## config.mk

```make
export PLATFORM = sky130hd
export DESIGN_NAME = multiplexed_servo_pulse_generator
export DESIGN_NICKNAME = d
export VERILOG_FILES = /design/src/hw/rtl/msp_pkg.sv /design/src/hw/rtl/msp_core.sv /design/src/hw/rtl/multiplexed_servo_pulse_generator.sv
export SDC_FILE = /design/constraint.sdc
export NUM_CORES = 1
export LEC_CHECK = 0
export BUFFER_PORTS_ARGS = -buffer_cell sky130_fd_sc_hd__buf_2
export CAP_MARGIN = 15
export CORE_MARGIN = 5
export CORE_UTILIZATION = 35
export DETAILED_ROUTE_END_ITERATION = 8
export GPL_TIMING_DRIVEN = 0
export SKIP_LAST_GASP = 1
export SYNTH_ARGS = -nofsm -noshare
export SYNTH_HDL_FRONTEND = slang
export SYNTH_SLANG_ARGS = --single-unit
export TNS_END_PERCENT = 30
```

## constraint.sdc

```tcl
create_clock -name clk -period 8.4 [get_ports clk]
set_clock_uncertainty 0.2 [all_clocks]
set_input_delay 1.68 -clock clk [delete_from_list [all_inputs] [get_ports clk]]
set_output_delay 1.68 -clock clk [all_outputs]
set_load 0.005 [all_outputs]
```

## src/hw/rtl/msp_pkg.sv

```systemverilog
// Shared constants, codes and types of the multiplexed servo pulse generator.
package msp_pkg;

	// Channel count, stored width size and counter sizes.
	localparam int CHANNELS   = 8;
	localparam int WIDTH_BITS = 12;
	localparam int POS_BITS   = 12;
	localparam int IDX_BITS   = 3;
	localparam int LINE_BITS  = 8;

	// Reset values of the slot length and of every stored width.
	localparam logic [POS_BITS-1:0]   SLOT_RESET  = POS_BITS'(2500);
	localparam logic [WIDTH_BITS-1:0] WIDTH_RESET = WIDTH_BITS'(1500);

	// Kinds of input request.
	typedef enum logic {
		MODE_TICK = 1'b0,
		MODE_SET  = 1'b1
	} mode_t;

	// One input request as seen by the timing core.
	typedef struct packed {
		logic [0:0]            mode;
		logic [IDX_BITS-1:0]   channel;
		logic [WIDTH_BITS-1:0] width_us;
	} msp_item_t;

	// One result as produced by the timing core.
	typedef struct packed {
		logic [LINE_BITS-1:0] servo_lines;
		logic [IDX_BITS-1:0]  active_slot;
	} msp_result_t;

endpackage

```

## src/hw/rtl/msp_core.sv

```systemverilog
// Slot timing core: width store, slot counters and line level decode.
module msp_core import msp_pkg::*; (
	input  logic                clk,
	input  logic                arst_n,
	input  logic                item_fire,
	input  msp_item_t           item,
	input  logic                cfg_fire,
	input  logic [POS_BITS-1:0] cfg_data,
	output msp_result_t         result
);

	logic [WIDTH_BITS-1:0] width_store_q [CHANNELS];
	logic [POS_BITS-1:0]   slot_len_q;
	logic [POS_BITS-1:0]   slot_pos_q;
	logic [IDX_BITS-1:0]   slot_idx_q;
	logic [POS_BITS-1:0]   latched_q;

	logic [POS_BITS:0]     next_pos;
	logic                  slot_end;
	logic [IDX_BITS-1:0]   next_idx;
	logic [WIDTH_BITS-1:0] next_entry;
	logic [POS_BITS-1:0]   next_latched;
	logic                  line_high;
	logic                  is_set;

	assign is_set = (item.mode == MODE_SET);

	// Position advance and end of slot detection.
	assign next_pos = {1'b0, slot_pos_q} + (POS_BITS+1)'(1);
	assign slot_end = (next_pos >= {1'b0, slot_len_q});

	// Next slot index, wrapping after the last channel.
	always_comb begin
		if (slot_idx_q == IDX_BITS'(CHANNELS - 1)) begin
			next_idx = '0;
		end else begin
			next_idx = slot_idx_q + IDX_BITS'(1);
		end
	end

	// Width of the next channel, saturated to the slot length.
	assign next_entry   = width_store_q[next_idx];
	assign next_latched = (POS_BITS'(next_entry) > slot_len_q) ? slot_len_q
	                                                           : POS_BITS'(next_entry);

	// The running channel's line is high while the position is below both limits.
	assign line_high = (slot_pos_q < latched_q) && (slot_pos_q < slot_len_q);

	always_comb begin
		result.active_slot = slot_idx_q;
		if (line_high) begin
			result.servo_lines = LINE_BITS'(1) << slot_idx_q;
		end else begin
			result.servo_lines = '0;
		end
	end

	// Slot length register.
	always_ff @(posedge clk or negedge arst_n) begin
		if (!arst_n) begin
			slot_len_q <= SLOT_RESET;
		end else if (cfg_fire) begin
			slot_len_q <= cfg_data;
		end
	end

	// Width store, written by set requests.
	always_ff @(posedge clk or negedge arst_n) begin
		if (!arst_n) begin
			for (int k = 0; k < CHANNELS; k++) begin
				width_store_q[k] <= WIDTH_RESET;
			end
		end else if (item_fire && is_set && (int'(item.channel) < CHANNELS)) begin
			width_store_q[item.channel] <= item.width_us;
		end
	end

	// Slot counters and latched width, advanced by tick requests.
	always_ff @(posedge clk or negedge arst_n) begin
		if (!arst_n) begin
			slot_pos_q <= '0;
			slot_idx_q <= '0;
			latched_q  <= (POS_BITS'(WIDTH_RESET) > SLOT_RESET) ? SLOT_RESET
			                                                     : POS_BITS'(WIDTH_RESET);
		end else if (item_fire && !is_set) begin
			if (slot_end) begin
				slot_pos_q <= '0;
				slot_idx_q <= next_idx;
				latched_q  <= next_latched;
			end else begin
				slot_pos_q <= next_pos[POS_BITS-1:0];
			end
		end
	end

	// A set request leaves the slot timing untouched.
	a_set_keeps_time: assert property (@(posedge clk) disable iff (!arst_n)
		item_fire && is_set |=> $stable(slot_pos_q) && $stable(slot_idx_q))
		else $error("set request moved the slot timing");

	// A tick that ends a slot restarts the position at zero.
	a_slot_restart: assert property (@(posedge clk) disable iff (!arst_n)
		item_fire && !is_set && slot_end |=> slot_pos_q == '0)
		else $error("slot did not restart after its end");

	// At most one servo line is ever high.
	a_one_line: assert property (@(posedge clk) disable iff (!arst_n)
		$onehot0(result.servo_lines))
		else $error("more than one servo line high");

	// Only the running slot's line may be high.
	a_line_matches_slot: assert property (@(posedge clk) disable iff (!arst_n)
		result.servo_lines != '0 |-> result.servo_lines[slot_idx_q])
		else $error("servo line high outside its slot");

endmodule

```

## src/hw/rtl/multiplexed_servo_pulse_generator.sv

```systemverilog
// Top level of the multiplexed servo pulse generator with its result register.
// The block takes one request per clock cycle, a tick or a width write, and
// returns exactly one result per request in the cycle after it, through a result
// register: the eight servo line levels and the running slot, as they stood
// before that request took effect. A new request is taken in the same cycle
// in which the previous result is taken, so the sustained rate is one request
// per cycle; only a stall on the result side holds the input. The slot length
// register is written through its own channel, which is always ready.
module multiplexed_servo_pulse_generator import msp_pkg::*; (
	input  logic                  clk,
	input  logic                  arst_n,
	input  logic                  in_valid,
	output logic                  in_ready,
	input  logic [0:0]            mode,
	input  logic [IDX_BITS-1:0]   channel,
	input  logic [WIDTH_BITS-1:0] width_us,
	output logic                  out_valid,
	input  logic                  out_ready,
	output logic [LINE_BITS-1:0]  servo_lines,
	output logic [IDX_BITS-1:0]   active_slot,
	input  logic                  cfg_valid,
	output logic                  cfg_ready,
	input  logic [POS_BITS-1:0]   cfg_data
);

	msp_item_t   item;
	msp_result_t result;
	msp_result_t result_q;
	logic        out_valid_q;
	logic        in_fire;
	logic        cfg_fire;

	// Request handshakes.
	assign in_ready  = !out_valid_q || out_ready;
	assign in_fire   = in_valid && in_ready;
	assign cfg_ready = 1'b1;
	assign cfg_fire  = cfg_valid && cfg_ready;

	assign item.mode     = mode;
	assign item.channel  = channel;
	assign item.width_us = width_us;

	msp_core u_core (
		.clk       (clk),
		.arst_n    (arst_n),
		.item_fire (in_fire),
		.item      (item),
		.cfg_fire  (cfg_fire),
		.cfg_data  (cfg_data),
		.result    (result)
	);

	// Result valid flag.
	always_ff @(posedge clk or negedge arst_n) begin
		if (!arst_n) begin
			out_valid_q <= 1'b0;
		end else if (in_fire) begin
			out_valid_q <= 1'b1;
		end else if (out_ready) begin
			out_valid_q <= 1'b0;
		end
	end

	// Result payload, loaded with each accepted request.
	always_ff @(posedge clk) begin
		if (in_fire) begin
			result_q <= result;
		end
	end

	assign out_valid   = out_valid_q;
	assign servo_lines = result_q.servo_lines;
	assign active_slot = result_q.active_slot;

endmodule

```

==> flow_metrics.py <==
metrics = {
    "clocking": {
        "cts_max_level": 4,
        "cts_sinks": 147,
        "cts_hold_buffers": 0,
        "cts-resized-gates": 0,
        "tritoncts": "built",
        "clock-root-buffer": "clkbuf_16",
        "clockBufferDepth": 2,
        "cts.clk_slew.worst_paths_ns": 0.06,
        "cts_setup_buffers": 0,
        "clk_latency_ns": 0.43,
        "numCtsBuffers": 17,
    },
    "finish": {
        "nNetsFinal": 815,
        "drive_gt1_share_pct": 34.8,
        "antenna_cells": 0,
        "instances_no_fill": 1027,
        "final_util_pct": 40.4,
        "area_growth_syn_to_layout_pct": 15.0,
    },
    "worst_setup_path": {
        "worstRegToRegCells": 17,
        "slowest_delay_ns": 0.72,
        "endpoint_kind": "flip-flop",
        "crit_required_ns": 8.50,
        "cpMostUsedCell": "clkbuf_1",
        "crit_arrival_ns": 5.68,
        "worst-setup-path-type": "reg2reg",
        "crit_chain": "clkbuf_1 -> inv_1 -> clkbuf_1 -> ha_1 -> nand2b_1 -> and2_1 -> clkbuf_1 -> a32oi_1 -> o21a_1 -> ha_1 -> a21oi_1 -> o21ai_0 -> a2111oi_0 -> a21oi_1 -> clkbuf_1 -> mux2i_1 -> mux2i_1",
        "start_kind": "flip-flop",
        "worst-path-max-fanout": 11,
        "cpMaxStageDelayCell": "a2111oi_0",
    },
    "placed_design": {
        "place_inst": 995,
        "port_buffers": 45,
        "place_congestion": 0.791,
        "dp_hpwl_um": 13400,
    },
    "pwr": {
        "ir_drop_uv": 221,
        "p_leak_nw": 4.01,
        "power.density_nw_per_um2": 355,
    },
    "timing": {
        "fin_crit_sh_pct": 66.4,
        "slew_headroom_pct": 47.4,
        "min_period_ns": 5.58,
        "fmax_mhz": 179,
        "setup_violations": 0,
        "finalHoldViolCount": 0,
        "worst_pin_slew_ns": 0.769,
        "drv_slew": 0,
        "grt_setup_unrepaired": "no",
        "final.setup.tns_ns": 0,
    },
    "synth": {
        "yosysWarnings": 0,
        "yosysMostFrequentCell": "mux2_2",
        "syn_inst": 664,
        "syn_nets": 750,
        "ys_types": 48,
        "syn_avg_cell_area_um2": 11.9,
        "async_flop_share_pct": 92.5,
        "ys.flop_type": "dfstp_2",
        "yosysTopAreaCell": "dfstp_2",
        "synth_top_area_share_pct": 22.7,
        "synth_edf_count": 11,
        "yosys-top-cells-count": "mux2_2, dfrtp_1, dfstp_2",
        "yosysSeqAreaShare_pct": 48.4,
        "synth_area_um2": 7880,
        "synth-seq-cells": 147,
        "synth_area_leaders": "dfstp_2, dfrtp_1, mux2_2",
    },
    "grt": {
        "grt.overflow.total": 0,
        "antenna_found_initial": 0,
        "grt_pass1_wl_um": 30600,
        "grt_use_total_pct": 14.9,
        "grt_pass1_vias": 5641,
        "grt_max_degree": 75,
    },
    "floorplan": {
        "die_height_um": 160,
        "fp-row-count": 55,
        "die_w_um": 160,
        "die_area_um2": 25600,
        "core_um2": 22400,
        "io_pins": 47,
        "start_util_pct": 35.1,
    },
    "worst_hold_path": {
        "hold_depth": 0,
        "min_path_type": "reg2reg",
    },
    "routing": {
        "dr_wl_met2_um": 8430,
        "dr.pass1.iters": 4,
        "avgRoutedWirePerCell_um": 17.8,
        "viasPerCell": 5.19,
        "ant_nets": 0,
        "num_vias": 5334,
        "totalWireLength_um": 18200,
        "drc_errors": 0,
        "first_iter_violations": 198,
        "highest_layer": "met4",
        "wl_met3_um": 735,
        "wl_met1_um": 8790,
    },
    "run_status": {
        "status": "finished clean",
    },
    "run": {
        "drv_cap": 0,
    },
}
[path summary, 6_finish.rpt]
check	start	endpoint	slack, ns
worst max-delay path	u_core.slot_idx_q[0]$_DFFE_PN0P_	u_core.latched_q[1]$_DFFE_PN0P_	2.82
worst min-delay path	u_core.slot_idx_q[2]$_DFFE_PN0P_	active_slot[2]$_DFFE_PP_	0.27
worst max register to register	u_core.slot_idx_q[0]$_DFFE_PN0P_	u_core.latched_q[1]$_DFFE_PN0P_	2.82
worst min register to register	u_core.slot_idx_q[2]$_DFFE_PN0P_	active_slot[2]$_DFFE_PP_	0.27
max in group asynchronous	arst_n	u_core.width_store_q[46]$_DFFE_PN1P_	6.17
min in group asynchronous	arst_n	u_core.slot_pos_q[6]$_DFFE_PN0P_	1.04
[cell families after synthesis]
logic type	Yosys count	synth area share, %
multiplexers	145	20.1
buffers and inverters	63	3.38
other	1	0.0476
adder cells (fa/ha/maj)	53	8.41
AO/OA/AOI/OAI	122	10.4
XOR/XNOR	10	1.11
flip-flops	147	48.4
AND/OR/NAND/NOR	123	8.08
[critical path, delay by kind of cell (launching register included)]
kind                       cells  cell delay [ns]
and+or+nand+nor                2             0.36
buffers and inverters          5             1.74
DFF                            1             0.42
adders and majority gates      2             0.66
muxes                          2             0.36
AOI/OAI and AO/OA              6             1.71
[through the flow]
| stage | cell area (um2) | setup slack [ns] | total power, mW | hold slack (ns) |
|---|---|---|---|---|
| after floorplan | 7880 | 4.42 | 2.09 | 0.251 |
| after global placement | 8460 | 2.93 | 2.48 | 0.261 |
| after detailed placement | 8500 | 2.99 | 2.51 | 0.262 |
| after CTS | 9060 | 2.93 | 3.25 | 0.276 |
| after global routing | 9060 | 2.47 | 3.47 | 0.302 |
| final | 9060 | 2.82 | 3.22 | 0.274 |
[power by group]
part / switching (mW) / internal (mW)
logic: 0.830 / 0.630
clock network: 0.325 / 0.404
registers: 0.0872 / 0.944
[placed cells by master, fill, tap and decap left out, types with 3 or more instances in the layout]
| cell type | n |
|---|---|
| o21ai_1 | 3 |
| nor4b_1 | 4 |
| inv_8 | 3 |
| edfxtp_1 | 11 |
| mux2i_1 | 45 |
| a21oi_1 | 27 |
| a22o_1 | 6 |
| clkbuf_1 | 25 |
| inv_6 | 5 |
| nor2b_1 | 8 |
| or2_2 | 3 |
| nand2b_1 | 7 |
| nor4bb_1 | 4 |
| o21ai_0 | 26 |
| dfrtp_1 | 68 |
| mux2_2 | 99 |
| buf_6 | 4 |
| a32oi_1 | 12 |
| ha_1 | 53 |
| o21a_1 | 13 |
| clkbuf_16 | 17 |
| and3_1 | 4 |
| nand4_1 | 8 |
| nor3_1 | 3 |
| xnor2_1 | 7 |
| nand2_1 | 49 |
| nand3_1 | 8 |
| dfstp_2 | 68 |
| nor2_1 | 15 |
| a21o_1 | 15 |
| a221oi_1 | 11 |
| inv_1 | 30 |
| xor2_1 | 3 |
| buf_2 | 47 |
[state kept, by name, indices dropped and copies added (netlist names)]
register              count
u_core.width_store_q     96
u_core.latched_q         12
u_core.slot_len_q        12
u_core.slot_pos_q        12
servo_lines               8
active_slot               3
u_core.slot_idx_q         3
out_valid                 1
[layer usage]
layer	GRT usage [%]	vias up
met5	0	-
met4	4.38	0
met3	3.51	18
met2	23.6	96
met1	20.4	2667
li1	-	2553
[area by class of cell]
type	instances	area (um2)
tap	285	357
inverter	30	113
clock buffer	19	453
sequential	147	3820
buffer	33	154
fill	2168	13400
timing repair buffer	46	259
clock inverter	13	113
multi-input combinational	454	3800
No activity file was read; power rests on OpenSTA's default activity.
